`src/sv/pfp_pkg.sv`:
```
// Package: shared constants, types and helper functions for the packet parser.
`timescale 1ns / 1ps

package pfp_pkg;

    // Descriptor limit per packet and derived widths
    localparam int MAX_MESSAGES = 16;
    localparam int MSG_CNT_W    = $clog2(MAX_MESSAGES + 1);
    localparam int MSG_ADDR_W   = (MAX_MESSAGES > 1) ? $clog2(MAX_MESSAGES) : 1;
    localparam int RAM_ADDR_W   = MSG_ADDR_W + 1;
    localparam int RAM_DEPTH    = 2 ** RAM_ADDR_W;
    localparam int DESC_W       = 48;

    // Header layout
    localparam logic [15:0] HDR_LEN      = 16'd12;
    localparam logic [15:0] CRC_MIN_SIZE = 16'd16;
    localparam logic [15:0] SIZE_MAX     = 16'hFFFF;

    // Status codes
    localparam logic [2:0] ST_OK          = 3'd0;
    localparam logic [2:0] ST_BAD_SIZE    = 3'd1;
    localparam logic [2:0] ST_BAD_PREFIX  = 3'd2;
    localparam logic [2:0] ST_BAD_VERSION = 3'd3;
    localparam logic [2:0] ST_BAD_CRC     = 3'd4;

    // Packet summary handed from the front to the back
    typedef struct packed {
        logic [2:0]           status;
        logic [7:0]           minor;
        logic [15:0]          seq;
        logic [14:0]          count;
        logic [MSG_CNT_W-1:0] num;
        logic                 desc_valid;
        logic                 bank;
    } summary_t;

    // Expected prefix byte at position 0..3
    function automatic logic [7:0] prefix_byte(input logic [1:0] idx);
        logic [7:0] r;
        case (idx)
            2'd0:    r = 8'h6F;
            2'd1:    r = 8'h67;
            2'd2:    r = 8'h33;
            default: r = 8'h70;
        endcase
        return r;
    endfunction

    // Reflected CRC-32 update by one byte
    function automatic logic [31:0] crc_byte(input logic [31:0] crc, input logic [7:0] b);
        logic [31:0] c;
        c = crc ^ {24'd0, b};
        for (int k = 0; k < 8; k++) begin
            c = c[0] ? ((c >> 1) ^ 32'hEDB88320) : (c >> 1);
        end
        return c;
    endfunction

endpackage

```
`src/sv/pfp_ram.sv`:
```
// Generic simple dual-port RAM with registered read data.
`timescale 1ns / 1ps

module pfp_ram #(
    parameter int WIDTH = 48,
    parameter int DEPTH = 32,
    parameter int ADDR_W = $clog2(DEPTH)
) (
    input  logic              clk,
    input  logic              wr_en,
    input  logic [ADDR_W-1:0] wr_addr,
    input  logic [WIDTH-1:0]  wr_data,
    input  logic [ADDR_W-1:0] rd_addr,
    output logic [WIDTH-1:0]  rd_data
);

    logic [WIDTH-1:0] mem [DEPTH];

    always_ff @(posedge clk)
    begin
        if (wr_en)
        begin
            mem[wr_addr] <= wr_data;
        end
        rd_data <= mem[rd_addr];
    end

endmodule

```
`src/sv/pfp_queue.sv`:
```
// One-entry summary queue between the byte front end and the result back end.
`timescale 1ns / 1ps

module pfp_queue (
    input  logic              clk,
    input  logic              rst_n,
    input  logic              q_push,
    input  pfp_pkg::summary_t q_wdata,
    output logic              q_full,
    input  logic              q_pop,
    output pfp_pkg::summary_t q_rdata
);

    logic              occ_reg;
    logic              occ_next;
    pfp_pkg::summary_t data_reg;

    // Occupancy: a pop and a push never coincide (push only when empty)
    always_comb
    begin
        occ_next = occ_reg;
        if (q_pop)
        begin
            occ_next = 1'b0;
        end
        if (q_push)
        begin
            occ_next = 1'b1;
        end
    end

    always_ff @(posedge clk or negedge rst_n)
    begin
        if (!rst_n)
        begin
            occ_reg <= 1'b0;
        end
        else
        begin
            occ_reg <= occ_next;
        end
    end

    always_ff @(posedge clk)
    begin
        if (q_push)
        begin
            data_reg <= q_wdata;
        end
    end

    assign q_full  = occ_reg;
    assign q_rdata = data_reg;

endmodule

```
`src/sv/pfp_front.sv`:
```
// Front end: byte intake, header checks, CRC, message walk and packet summary.
`timescale 1ns / 1ps

module pfp_front (
    input  logic                            clk,
    input  logic                            rst_n,
    input  logic                            push,
    output logic                            full,
    input  logic [7:0]                      data_byte,
    input  logic                            end_of_buffer,
    input  logic                            cfg_valid,
    output logic                            cfg_ready,
    input  logic [7:0]                      cfg_data,
    output logic                            q_push,
    output pfp_pkg::summary_t               q_wdata,
    input  logic                            q_full,
    output logic                            wr_en,
    output logic [pfp_pkg::RAM_ADDR_W-1:0]  wr_addr,
    output logic [pfp_pkg::DESC_W-1:0]      wr_data
);

    logic [7:0]                    ver_reg;
    logic [15:0]                   cnt_reg, cnt_next;
    logic [15:0]                   size_reg, size_next;
    logic [7:0]                    minor_reg, minor_next;
    logic [15:0]                   seq_reg, seq_next;
    logic [15:0]                   mcnt_reg, mcnt_next;
    logic [1:0]                    flag_reg, flag_next;
    logic [31:0]                   crc_reg, crc_next;
    logic [31:0]                   rx_reg, rx_next;
    logic [17:0]                   off_reg, off_next;
    logic [pfp_pkg::MSG_CNT_W-1:0] widx_reg, widx_next;
    logic                          werr_reg, werr_next;
    logic [15:0]                   doff_reg, doff_next;
    logic [15:0]                   dsize_reg, dsize_next;
    logic [7:0]                    dtype_reg, dtype_next;
    logic                          fin_reg, fin_next;
    logic                          bank_reg, bank_next;

    logic                          acc;
    logic [15:0]                   pos;
    logic                          crc_on;
    logic [14:0]                   msg_cnt;
    logic [pfp_pkg::MSG_CNT_W-1:0] avail;
    logic [18:0]                   off_end;
    logic [1:0]                    rel;
    logic [1:0]                    rx_sh;
    logic [15:0]                   cur_size;
    logic [16:0]                   size_rnd;
    logic [2:0]                    status;
    logic [17:0]                   need;

    assign acc       = push && !full;
    assign full      = fin_reg || q_full;
    assign cfg_ready = 1'b1;
    assign pos       = cnt_reg;

    // Message count and available descriptors
    assign crc_on  = mcnt_reg[15];
    assign msg_cnt = crc_on ? {1'b0, mcnt_reg[13:0]} : mcnt_reg[14:0];
    assign avail   = (32'(msg_cnt) < pfp_pkg::MAX_MESSAGES)
                     ? pfp_pkg::MSG_CNT_W'(msg_cnt)
                     : pfp_pkg::MSG_CNT_W'(pfp_pkg::MAX_MESSAGES);
    assign off_end = {1'b0, off_reg} + 19'd4;
    assign rel     = pos[1:0] - off_reg[1:0];
    assign rx_sh   = pos[1:0] - size_reg[1:0];

    // Final status from the state left by the last byte
    assign need = 18'({msg_cnt, 2'b00}) + 18'(pfp_pkg::HDR_LEN) + (crc_on ? 18'd4 : 18'd0);
    always_comb
    begin
        if (cnt_reg < pfp_pkg::HDR_LEN)
            status = pfp_pkg::ST_BAD_SIZE;
        else if (flag_reg[0])
            status = pfp_pkg::ST_BAD_PREFIX;
        else if (flag_reg[1])
            status = pfp_pkg::ST_BAD_VERSION;
        else if (size_reg > cnt_reg || size_reg < pfp_pkg::HDR_LEN)
            status = pfp_pkg::ST_BAD_SIZE;
        else if (crc_on && size_reg < pfp_pkg::CRC_MIN_SIZE)
            status = pfp_pkg::ST_BAD_SIZE;
        else if (crc_on && (~crc_reg != rx_reg))
            status = pfp_pkg::ST_BAD_CRC;
        else if (need > {2'b00, size_reg})
            status = pfp_pkg::ST_BAD_SIZE;
        else if (werr_reg || widx_reg < avail)
            status = pfp_pkg::ST_BAD_SIZE;
        else
            status = pfp_pkg::ST_OK;
    end

    // Summary toward the back end
    assign q_push             = fin_reg && !q_full;
    assign q_wdata.status     = status;
    assign q_wdata.minor      = minor_reg;
    assign q_wdata.seq        = seq_reg;
    assign q_wdata.count      = msg_cnt;
    assign q_wdata.desc_valid = (status == pfp_pkg::ST_OK) && (avail != '0);
    assign q_wdata.num        = q_wdata.desc_valid ? avail : pfp_pkg::MSG_CNT_W'(1);
    assign q_wdata.bank       = bank_reg;

    // Descriptor store write on the last byte of a message header
    assign cur_size = {dsize_reg[15:8], dsize_reg[7:0]};
    assign size_rnd = ({1'b0, cur_size} + 17'd3) & ~17'd3;
    assign wr_addr  = {bank_reg, widx_reg[pfp_pkg::MSG_ADDR_W-1:0]};
    assign wr_data  = {doff_reg, dsize_reg, dtype_reg, data_byte};

    // Per-byte state update
    always_comb
    begin
        cnt_next   = cnt_reg;
        size_next  = size_reg;
        minor_next = minor_reg;
        seq_next   = seq_reg;
        mcnt_next  = mcnt_reg;
        flag_next  = flag_reg;
        crc_next   = crc_reg;
        rx_next    = rx_reg;
        off_next   = off_reg;
        widx_next  = widx_reg;
        werr_next  = werr_reg;
        doff_next  = doff_reg;
        dsize_next = dsize_reg;
        dtype_next = dtype_reg;
        fin_next   = fin_reg;
        bank_next  = bank_reg;
        wr_en      = 1'b0;

        if (q_push)
        begin
            cnt_next   = '0;
            size_next  = '0;
            minor_next = '0;
            seq_next   = '0;
            mcnt_next  = '0;
            flag_next  = '0;
            crc_next   = '1;
            rx_next    = '0;
            off_next   = 18'(pfp_pkg::HDR_LEN);
            widx_next  = '0;
            werr_next  = 1'b0;
            fin_next   = 1'b0;
            bank_next  = !bank_reg;
        end
        else if (acc)
        begin
            if (pos != pfp_pkg::SIZE_MAX)
                cnt_next = pos + 16'd1;

            // Header fields
            if (pos < 16'd4)
            begin
                if (data_byte != pfp_pkg::prefix_byte(pos[1:0]))
                    flag_next[0] = 1'b1;
            end
            else
            begin
                case (pos)
                    16'd4:   flag_next[1] = flag_reg[1] | (data_byte != ver_reg);
                    16'd5:   minor_next = data_byte;
                    16'd6:   size_next = {data_byte, 8'h00};
                    16'd7:   size_next = {size_reg[15:8], data_byte};
                    16'd8:   seq_next[15:8] = data_byte;
                    16'd9:   seq_next[7:0] = data_byte;
                    16'd10:  mcnt_next[15:8] = data_byte;
                    16'd11:  mcnt_next[7:0] = data_byte;
                    default: ;
                endcase
            end

            // CRC over header and body, trailing word captured little-endian
            if (pos < pfp_pkg::HDR_LEN || (size_reg >= pfp_pkg::CRC_MIN_SIZE
                && ({1'b0, pos} + 17'd4) < {1'b0, size_reg}))
                crc_next = pfp_pkg::crc_byte(crc_reg, data_byte);
            if (pos >= pfp_pkg::HDR_LEN && size_reg >= pfp_pkg::CRC_MIN_SIZE
                && pos >= size_reg - 16'd4 && pos < size_reg)
            begin
                case (rx_sh)
                    2'd0:    rx_next = rx_reg | {24'd0, data_byte};
                    2'd1:    rx_next = rx_reg | {16'd0, data_byte, 8'd0};
                    2'd2:    rx_next = rx_reg | {8'd0, data_byte, 16'd0};
                    default: rx_next = rx_reg | {data_byte, 24'd0};
                endcase
            end

            // Message header walk
            if (pos >= pfp_pkg::HDR_LEN && !werr_reg && widx_reg < avail
                && {2'b00, pos} >= off_reg && {3'b000, pos} < off_end)
            begin
                case (rel)
                    2'd0:
                    begin
                        if (off_end > {3'b000, size_reg})
                            werr_next = 1'b1;
                        else
                        begin
                            doff_next  = off_end[15:0];
                            dsize_next = {data_byte, 8'h00};
                        end
                    end
                    2'd1:
                    begin
                        dsize_next = {dsize_reg[15:8], data_byte};
                        if (({1'b0, off_reg} + {3'b000, dsize_reg[15:8], data_byte})
                            > {3'b000, size_reg})
                            werr_next = 1'b1;
                    end
                    2'd2:    dtype_next = data_byte;
                    default:
                    begin
                        wr_en     = 1'b1;
                        widx_next = widx_reg + pfp_pkg::MSG_CNT_W'(1);
                        off_next  = 18'(off_end + {2'b00, size_rnd});
                    end
                endcase
            end

            if (end_of_buffer)
                fin_next = 1'b1;
        end
    end

    // Configuration register
    always_ff @(posedge clk or negedge rst_n)
    begin
        if (!rst_n)
        begin
            ver_reg <= '0;
        end
        else if (cfg_valid && cfg_ready)
        begin
            ver_reg <= cfg_data;
        end
    end

    // Packet state
    always_ff @(posedge clk or negedge rst_n)
    begin
        if (!rst_n)
        begin
            cnt_reg   <= '0;
            size_reg  <= '0;
            minor_reg <= '0;
            seq_reg   <= '0;
            mcnt_reg  <= '0;
            flag_reg  <= '0;
            crc_reg   <= '1;
            rx_reg    <= '0;
            off_reg   <= 18'(pfp_pkg::HDR_LEN);
            widx_reg  <= '0;
            werr_reg  <= 1'b0;
            fin_reg   <= 1'b0;
            bank_reg  <= 1'b0;
        end
        else
        begin
            cnt_reg   <= cnt_next;
            size_reg  <= size_next;
            minor_reg <= minor_next;
            seq_reg   <= seq_next;
            mcnt_reg  <= mcnt_next;
            flag_reg  <= flag_next;
            crc_reg   <= crc_next;
            rx_reg    <= rx_next;
            off_reg   <= off_next;
            widx_reg  <= widx_next;
            werr_reg  <= werr_next;
            fin_reg   <= fin_next;
            bank_reg  <= bank_next;
        end
    end

    // Descriptor under construction
    always_ff @(posedge clk)
    begin
        doff_reg  <= doff_next;
        dsize_reg <= dsize_next;
        dtype_reg <= dtype_next;
    end

endmodule

```
`src/sv/pfp_back.sv`:
```
// Back end: walks one packet summary and emits its result items.
`timescale 1ns / 1ps

module pfp_back (
    input  logic                           clk,
    input  logic                           rst_n,
    input  logic                           q_full,
    output logic                           q_pop,
    input  pfp_pkg::summary_t              q_rdata,
    output logic [pfp_pkg::RAM_ADDR_W-1:0] rd_addr,
    input  logic [pfp_pkg::DESC_W-1:0]     rd_data,
    output logic                           empty,
    input  logic                           pop,
    output logic [2:0]                     status,
    output logic [7:0]                     minor_version,
    output logic [15:0]                    sequence_id,
    output logic [14:0]                    message_count,
    output logic                           descriptor_valid,
    output logic [3:0]                     message_index,
    output logic [15:0]                    payload_offset,
    output logic [15:0]                    payload_size,
    output logic [15:0]                    message_type,
    output logic                           run_last
);

    typedef enum logic [1:0] {
        S_IDLE,
        S_READ,
        S_EMIT
    } state_t;

    state_t                        state_reg;
    pfp_pkg::summary_t             sum_reg;
    logic [pfp_pkg::MSG_CNT_W-1:0] k_reg;
    logic                          ovalid_reg;
    logic [2:0]                    status_reg;
    logic [7:0]                    minor_reg;
    logic [15:0]                   seq_reg;
    logic [14:0]                   count_reg;
    logic                          dvalid_reg;
    logic [3:0]                    index_reg;
    logic [15:0]                   poff_reg;
    logic [15:0]                   psize_reg;
    logic [15:0]                   ptype_reg;
    logic                          last_reg;

    logic                          slot_free;
    logic                          emit;
    logic                          is_last;
    logic [31:0]                   k_wide;
    logic [pfp_pkg::DESC_W-1:0]    desc;

    assign q_pop     = (state_reg == S_IDLE) && q_full;
    assign rd_addr   = {sum_reg.bank, k_reg[pfp_pkg::MSG_ADDR_W-1:0]};
    assign slot_free = !ovalid_reg || pop;
    assign emit      = (state_reg == S_EMIT) && slot_free;
    assign is_last   = (k_reg + pfp_pkg::MSG_CNT_W'(1)) == sum_reg.num;
    assign k_wide    = 32'(k_reg);
    assign desc      = sum_reg.desc_valid ? rd_data : '0;

    // Sequencer and output register
    always_ff @(posedge clk or negedge rst_n)
    begin
        if (!rst_n)
        begin
            state_reg  <= S_IDLE;
            k_reg      <= '0;
            ovalid_reg <= 1'b0;
        end
        else
        begin
            // Output slot drains on a transfer unless refilled this cycle
            if (pop && ovalid_reg && !emit)
                ovalid_reg <= 1'b0;
            unique case (state_reg)
                S_IDLE:
                begin
                    if (q_full)
                    begin
                        sum_reg   <= q_rdata;
                        k_reg     <= '0;
                        state_reg <= S_READ;
                    end
                end
                S_READ:
                begin
                    state_reg <= S_EMIT;
                end
                S_EMIT:
                begin
                    if (slot_free)
                    begin
                        ovalid_reg <= 1'b1;
                        status_reg <= sum_reg.status;
                        minor_reg  <= sum_reg.minor;
                        seq_reg    <= sum_reg.seq;
                        count_reg  <= sum_reg.count;
                        dvalid_reg <= sum_reg.desc_valid;
                        index_reg  <= sum_reg.desc_valid ? k_wide[3:0] : 4'd0;
                        poff_reg   <= desc[47:32];
                        psize_reg  <= desc[31:16];
                        ptype_reg  <= desc[15:0];
                        last_reg   <= is_last;
                        if (is_last)
                            state_reg <= S_IDLE;
                        else
                        begin
                            k_reg     <= k_reg + pfp_pkg::MSG_CNT_W'(1);
                            state_reg <= S_READ;
                        end
                    end
                end
                default:
                begin
                    state_reg <= S_IDLE;
                end
            endcase
        end
    end

    assign empty            = !ovalid_reg;
    assign status           = status_reg;
    assign minor_version    = minor_reg;
    assign sequence_id      = seq_reg;
    assign message_count    = count_reg;
    assign descriptor_valid = dvalid_reg;
    assign message_index    = index_reg;
    assign payload_offset   = poff_reg;
    assign payload_size     = psize_reg;
    assign message_type     = ptype_reg;
    assign run_last         = last_reg;

endmodule

```
`src/sv/packet_header_and_message_parser.sv`:
```
// Top level: packet header and message parser.
//
//   channel  | handshake            | payload
//   ---------+----------------------+-----------------------------------------
//   input    | push / full          | data_byte, end_of_buffer
//   result   | empty / pop          | status .. message_type, run_last
//   config   | cfg_valid / ready    | cfg_data (expected major version)
//
// Bytes are taken one per cycle while full is low. After a packet's last byte
// the front end forms the status and holds full until the summary is pushed,
// also while the summary queue is occupied. Each result takes a descriptor RAM
// read, then the output register. Two RAM banks let the next packet stream in
// while the previous one drains. Reset is asynchronous; no clearing pass is needed.
`timescale 1ns / 1ps

module packet_header_and_message_parser (
    input  logic        clk,
    input  logic        rst_n,
    input  logic        push,
    output logic        full,
    input  logic [7:0]  data_byte,
    input  logic        end_of_buffer,
    input  logic        cfg_valid,
    output logic        cfg_ready,
    input  logic [7:0]  cfg_data,
    output logic        empty,
    input  logic        pop,
    output logic [2:0]  status,
    output logic [7:0]  minor_version,
    output logic [15:0] sequence_id,
    output logic [14:0] message_count,
    output logic        descriptor_valid,
    output logic [3:0]  message_index,
    output logic [15:0] payload_offset,
    output logic [15:0] payload_size,
    output logic [15:0] message_type,
    output logic        run_last
);

    logic                           q_push;
    logic                           q_pop;
    logic                           q_full;
    pfp_pkg::summary_t              q_wdata;
    pfp_pkg::summary_t              q_rdata;
    logic                           wr_en;
    logic [pfp_pkg::RAM_ADDR_W-1:0] wr_addr;
    logic [pfp_pkg::DESC_W-1:0]     wr_data;
    logic [pfp_pkg::RAM_ADDR_W-1:0] rd_addr;
    logic [pfp_pkg::DESC_W-1:0]     rd_data;

    pfp_front u_front (
        .clk           (clk),
        .rst_n         (rst_n),
        .push          (push),
        .full          (full),
        .data_byte     (data_byte),
        .end_of_buffer (end_of_buffer),
        .cfg_valid     (cfg_valid),
        .cfg_ready     (cfg_ready),
        .cfg_data      (cfg_data),
        .q_push        (q_push),
        .q_wdata       (q_wdata),
        .q_full        (q_full),
        .wr_en         (wr_en),
        .wr_addr       (wr_addr),
        .wr_data       (wr_data)
    );

    pfp_ram #(
        .WIDTH  (pfp_pkg::DESC_W),
        .DEPTH  (pfp_pkg::RAM_DEPTH),
        .ADDR_W (pfp_pkg::RAM_ADDR_W)
    ) u_ram (
        .clk     (clk),
        .wr_en   (wr_en),
        .wr_addr (wr_addr),
        .wr_data (wr_data),
        .rd_addr (rd_addr),
        .rd_data (rd_data)
    );

    pfp_queue u_queue (
        .clk     (clk),
        .rst_n   (rst_n),
        .q_push  (q_push),
        .q_wdata (q_wdata),
        .q_full  (q_full),
        .q_pop   (q_pop),
        .q_rdata (q_rdata)
    );

    pfp_back u_back (
        .clk              (clk),
        .rst_n            (rst_n),
        .q_full           (q_full),
        .q_pop            (q_pop),
        .q_rdata          (q_rdata),
        .rd_addr          (rd_addr),
        .rd_data          (rd_data),
        .empty            (empty),
        .pop              (pop),
        .status           (status),
        .minor_version    (minor_version),
        .sequence_id      (sequence_id),
        .message_count    (message_count),
        .descriptor_valid (descriptor_valid),
        .message_index    (message_index),
        .payload_offset   (payload_offset),
        .payload_size     (payload_size),
        .message_type     (message_type),
        .run_last         (run_last)
    );

endmodule

```
`config.mk`:
```
export PLATFORM = sky130hd
export DESIGN_NAME = packet_header_and_message_parser
export DESIGN_NICKNAME = d
export VERILOG_FILES = /design/src/sv/pfp_pkg.sv /design/src/sv/pfp_ram.sv /design/src/sv/pfp_queue.sv /design/src/sv/pfp_front.sv /design/src/sv/pfp_back.sv /design/src/sv/packet_header_and_message_parser.sv
export SDC_FILE = /design/constraint.sdc
export NUM_CORES = 2
export LEC_CHECK = 0
export BUFFER_PORTS_ARGS = -buffer_cell sky130_fd_sc_hd__buf_2
export CAP_MARGIN = 20
export CORE_MARGIN = 2
export CORE_UTILIZATION = 65
export CTS_BUF_LIST = sky130_fd_sc_hd__clkbuf_4
export CTS_CLUSTER_DIAMETER = 30
export DETAILED_ROUTE_END_ITERATION = 10
export PLACE_DENSITY = 0.88
export SLEW_MARGIN = 20
export SYNTH_ARGS = -nofsm -noshare
export SYNTH_HDL_FRONTEND = slang
export SYNTH_SLANG_ARGS = --single-unit
```
`constraint.sdc`:
```
create_clock -name clk -period 6.1 [get_ports clk]
set_input_delay 1.22 -clock clk [delete_from_list [all_inputs] [get_ports clk]]
set_output_delay 1.22 -clock clk [all_outputs]
set_load 0.02 [all_outputs]
```
# == Yosys cells after proc, flatten, opt, wreduce, memory -nomap -nowiden ==
# Memory sizes are Yosys's and may differ from the RTL's. A register that Yosys moved wholly into a read port is not among the register bits.
# Cells that the tools add are included.
# op_classes
addsub,13
order_cmp,17
n_eq_ne,30
muxes,95
bitwise,18
n_reduce_logical,78
# op_table
cell,count
two-way mux 32 bit,14
two-way mux 16 bit,13
inverter 13 -> 14 bit,8
one-hot mux 32 bit (3 select lines),1
two-way mux 8 bit,11
two-way mux 18 bit,4
"equality test 16 x 3 -> 1 bit, second input constant",4
"equality test 16 x 4 -> 1 bit, second input constant",4
one-hot mux 16 bit (2 select lines),2
two-way mux 5 bit,8
greater-than comparator 19 x 16 -> 1 bit,2
nonzero test 2 bit,18
AND reduction 3 bit,11
"< comparator 16 x 4 -> 1 bit, second input constant",2
!= test 32 bit,1
inverter 32 bit,1
bitwise OR 32 x 16 -> 32 bit,1
bitwise OR 32 x 24 -> 32 bit,1
bitwise OR 32 bit,1
bitwise OR 32 x 8 -> 32 bit,1
XOR 32 x 8 -> 32 bit,1
two-way mux 1 bit,25
two-way mux 3 bit,8
one-hot mux 7 bit (3 select lines),1
51 further kinds,108
# word_totals
register_bits,415
ramBits,1536
in_bits,22
word_cells,302
memories,1
# memory_table
name,depth,width,rd,rd_ports_with_merged_regs,wr,line,source
u_ram.mem,32,48,1,1,1,pfp_ram.sv:17,logic [WIDTH-1:0] mem [DEPTH];

# == Longest topological paths before layout ==
# logic_depth
word_depth,20
mapped_depth,18

# == By module ==
# From an unflattened synthesis, not the netlist that was laid out.
# unflattened
cells_unflattened,5309
hier_area_um2,82983.3
# modules_own_cells
mod,instances,cells_per_inst,area_per_inst_um2,seq_area_each_um2
pfp_ram,1,3364,60724.5,47085.2
pfp_front,1,1615,15409.8,5437.7
pfp_back,1,278,5341.4,4554.4
pfp_queue,1,52,1507.7,1496.4

# == Worst setup path before layout ==
# No wires, ideal clock.
# synth_path
kind,reg-to-reg
start,register u_front.off_reg[2]
end,memory u_ram.mem[10][0] (enable)
setup_ns,0.408
t_arrival_ns,4.368
required_time_ns,5.692
path_slack_ns,1.323
stages_incl_launch_ff,14
path_buffers,1
period_less_slack_ns,4.777
path_cell_list,dfstp_2 -> ha_1 -> and4_4 -> nand3_1 -> xnor2_1 -> inv_1 -> ha_1 -> a21o_1 -> a21o_1 -> a2111oi_4 -> a211oi_4 -> nor4_4 -> clkbuf_1 -> and3_1
# synth_between
elab_chain_len,8
word_cells_on_any_way,10
cone_classes,add/sub (1); order compare (2); mux (5); reduce/logical (2)
# synth_rtl
element,line,source
from (decl),pfp_front.sv:31,"logic [17:0] off_reg, off_next;"
from (signal assigned),pfp_front.sv:249,off_reg <= 18'(pfp_pkg::HDR_LEN);
from (signal assigned),pfp_front.sv:265,off_reg <= off_next;
adder 18 x 3 -> 19 bit,pfp_front.sv:64,"assign off_end = {1'b0, off_reg} + 19'd4;"
net u_front.off_end[12],pfp_front.sv:45,logic [18:0] off_end;
< comparator 16 x 19 -> 1 bit,pfp_front.sv:188,"&& {2'b00, pos} >= off_reg && {3'b000, pos} < off_end)"
logical AND 1 bit,pfp_front.sv:188,
two-way mux 1 bit,pfp_front.sv:187,if (pos >= pfp_pkg::HDR_LEN && !werr_reg && widx_reg < avail
two-way mux 1 bit,pfp_front.sv:145,else if (acc)
two-way mux 1 bit,pfp_front.sv:129,if (q_push)
two-way mux 1 bit,pfp_ram.sv:21,if (wr_en)
two-way mux 1 bit (not written as such),pfp_ram.sv:23,mem[wr_addr] <= wr_data;
to (decl),pfp_ram.sv:17,
# The timed path passes the listed nets, and every way through them passes these cells.

# == Worst setup path after layout ==
# layout_path
start,register u_front.off_reg[2]
end,memory u_ram.mem[21][16] (enable)
# The elaborated chain is that of the path after synthesis.

==> run summary <==
The tools report the critical path startpoint category as a flip-flop. The floorplan has 127 rows. The critical path is of the flip-flop to flip-flop type.

The nature of the critical path endpoint was a flip-flop. The run gives 940 ps as the setup slack of the worst register-to-register path. The iteration count of the initial detailed-routing pass was 6; the share of the clock period used by the worst path after layout was 84.6%.

At the worst endpoint, the arrival time is 6010 ps. The worst setup path startpoint was u_front.off_reg[2]. Setup repair after global routing left no endpoint under its margin. Global routing used 34.8% of the available tracks. For the pin with the worst max-slew slack, the measured transition is 1200 ps. OpenSTA, run right after detailed placement, puts the worst setup slack at 1140 ps. The final wirelength is 210000 um, and the number of placed I/O pins is 121. For the via count of the first global-routing pass, the log shows 44600. The run finished with clean final reports.

In this run the remaining antenna-violating nets after routing total 0. The post-synthesis register bit count was 1927. The highest layer used for signal routing was met5. End point of the critical path: u_ram.mem[21][16]. Entering global routing, the biggest net connects 126 pins.

The most used flip-flop cell after synthesis was edfxtp_1. The area growth from synthesis to layout is 11.0%. The first global-routing pass estimated 304000 um of wire. Post-CTS timing repair inserted 0 buffers for setup.

After technology mapping, the gate count stands at 4037. Clock tree synthesis selected as its root buffer the cell clkbuf_4. The TritonCTS sink count is 1927. The die is 352 um tall.

The number of flip-flops in the largest register is 1472, and the total of warnings raised by yosys is 0. In this run the worst path has a maximum fanout of 46. The H-tree depth reported by CTS is 5. For the number of antenna violations at the first check in global routing, the log shows 23. Detailed placement ended at an HPWL of 123000 um.

On the final layout, the worst clock skew is 135 ps. In the routed layout, each cell is associated on average with a via count of 6.77. The launch instance of the worst min-delay path is cfg_data[3]. The run gives 4 as the largest buffer count on any clock path. Final count of negative-setup-slack endpoints: 0.

TritonCTS built the clock tree. The power per cell area came out at 380 mW/mm2. The worst-case headroom to the max-slew limit is 20.0%.

The number of placed instances, taps included, is 5656. The amount of wire on met2 after detailed routing was 103000 um. In the layout the commonest cells are edfxtp_1, clkbuf_4, mux4_2, ha_1, nand2_1.

Share of the yosys chip area belonging to registers: 71.9%. The length in cells of the worst reg-to-reg path works out to 13. Buffers inserted during clock tree synthesis total 472. The critical path data required time is 6950 ps.

The commonest non-fill, non-tap cell in the layout was edfxtp_1. The die area is 0.124 mm2. The routed design uses 26100 um of met3 wire. In the routed design, unresolved DRC markers number 0. The initial core utilization came out at 65.5%. The worst flop-to-flop path startpoint is u_front.off_reg[2]. The CTS clock-pin slew for the worst setup and hold paths is 70 ps, and the total grt overflow is 0. Of the cells placed in the final design, the portion with a size suffix greater than 1 is 31.7%.

For the final count of pins violating max slew, the log shows 0. For this run, asynchronously set or reset flops after synthesis account for 9.29%. Buffers placed on the I/O ports in this run total 117. The routed layout has 44200 vias. In the final routing, the length of wire on met1 measures 71400 um. The tools report the post-route setup TNS as 0 ps. The average wire per standard cell came out at 32.2 um. Averaged over all synthesized cells, the footprint is 19.5 um2.

Yosys mapped a number of flops with a built-in enable equal to 1702. The logs give 0.911 for the final weighted congestion in routability-driven placement and 194 MHz for the upper clock frequency limit. Across the run, the number of max-cap violations was 0. At the end of the flow, the number of nets in the layout was 4719. The finished layout holds 6522 standard cells, fillers aside.

The number of DRC violations after detailed-routing iteration 0 came out at 6042. The core footprint came out at 0.120 mm2. The min-delay analysis places its worst path in the category input pin to flip-flop.

The tools report the maximum resistive drop on vdd as 0.300 mV. The endpoint identified for the worst register-to-register timing path is u_ram.mem[21][16]. The tools report the number of distinct library cells after synthesis as 91.

The final-report hold violation count was 0. The post-route minimum period is 5160 ps, and the latest clock arrival within the worst-skew pair is 1360 ps. From left edge to right edge, the die measures 352 um. At the end of the flow the core is filled with cells to 72.8%. Summed over all cells, the static leakage comes to 28.3 nW.

Once routing completed, OpenROAD measured the worst setup slack at 941 ps. In this run the cell area of the synthesized design comes to 0.0786 mm2.
## per-layer routing
metal | vias to the layer above | global-route usage, %
met4 | 18 | 15.6
li1 | 17500 | -
met2 | 3753 | 55.4
met1 | 22200 | 45.2
met3 | 638 | 9.92
met5 | - | 0
## final cells by class
type	count	area, um2
sequential	1927	56600
clock buffer	672	5040
inverter	85	322
fill	6591	32700
clock inverter	182	943
antenna	10	25.0
tap	1612	2020
timing repair buffer	192	1310
multi-input combinational	1842	21100
## critical path, cell delays in order, from the launching register on
cell and delay, ps:
dfstp_2 610, ha_1 240, and4_4 290, nand3_1 100
xnor2_1 340, inv_1 80, ha_1 320, a21o_1 180
a21o_1 200, a2111oi_4 400, a211oi_4 130, nor4_4 300
buf_4 490, and3_4 950
## kinds of logic (layout without fill, tap and decap cells)
group	Yosys count	in the layout	synth area share [%]
AOI/OAI and AO/OA	299	299	2.66
xor gates and xnor gates	215	215	2.50
adders and majority gates	177	177	2.85
buffers and inverters	271	1131	1.49
DFF	1927	1927	71.9
muxes	559	559	14.6
other	2	15	0.00955
and+or+nand+nor	587	587	3.99
## power breakdown
group	internal, mW	total, mW	switching, mW
Clock	5.42	10.8	5.34
Combinational	3.13	7.03	3.90
Sequential	14.9	15.4	0.460
Total	23.5	33.2	9.70
## through the flow
stage / hold WS [ps] / total power [mW] / area [um2]
floorplan: 400 / 20.6 / 78600
global placement: 402 / 22.3 / 81300
detailed placement: 405 / 22.5 / 81300
CTS: 8.76 / 33.2 / 87300
global route: 37.6 / 34.2 / 87300
finish: 120 / 33.2 / 87300
## worst min path at each step
stage	depth (start not counted)	slack [ps]	end
after floorplan	0	400	u_back.message_count[0]
after CTS	2	9	u_front.ver_reg[5]
after global routing	2	40	u_front.ver_reg[5]
after global placement	0	400	u_back.status[1]
final	2	120	u_front.ver_reg[3]
after detailed placement	0	400	u_back.message_count[9]
## what timing repair did
item,CTS,global route
endpoints found under the hold margin,51,0
hold buffers,1,0
gates resized for setup,0,0
## Yosys cell counts, types with 41 or more instances
library cell / number / area [um2]
dfxtp_1: 46 / 921
mux4_2: 460 / 10400
ha_1: 174 / 2180
and3_1: 47 / 294
buf_2: 65 / 325
a21oi_1: 92 / 460
and2_1: 65 / 407
xor2_1: 66 / 578
clkbuf_1: 93 / 349
nor2_1: 80 / 300
inv_1: 84 / 315
dfrtp_1: 145 / 3630
edfxtp_1: 1702 / 51100
nand3_1: 88 / 440
nand2_1: 150 / 563
a22o_1: 41 / 359
xnor2_1: 139 / 1220
mux2_2: 57 / 642
Power figures use the tool's default switching activity.
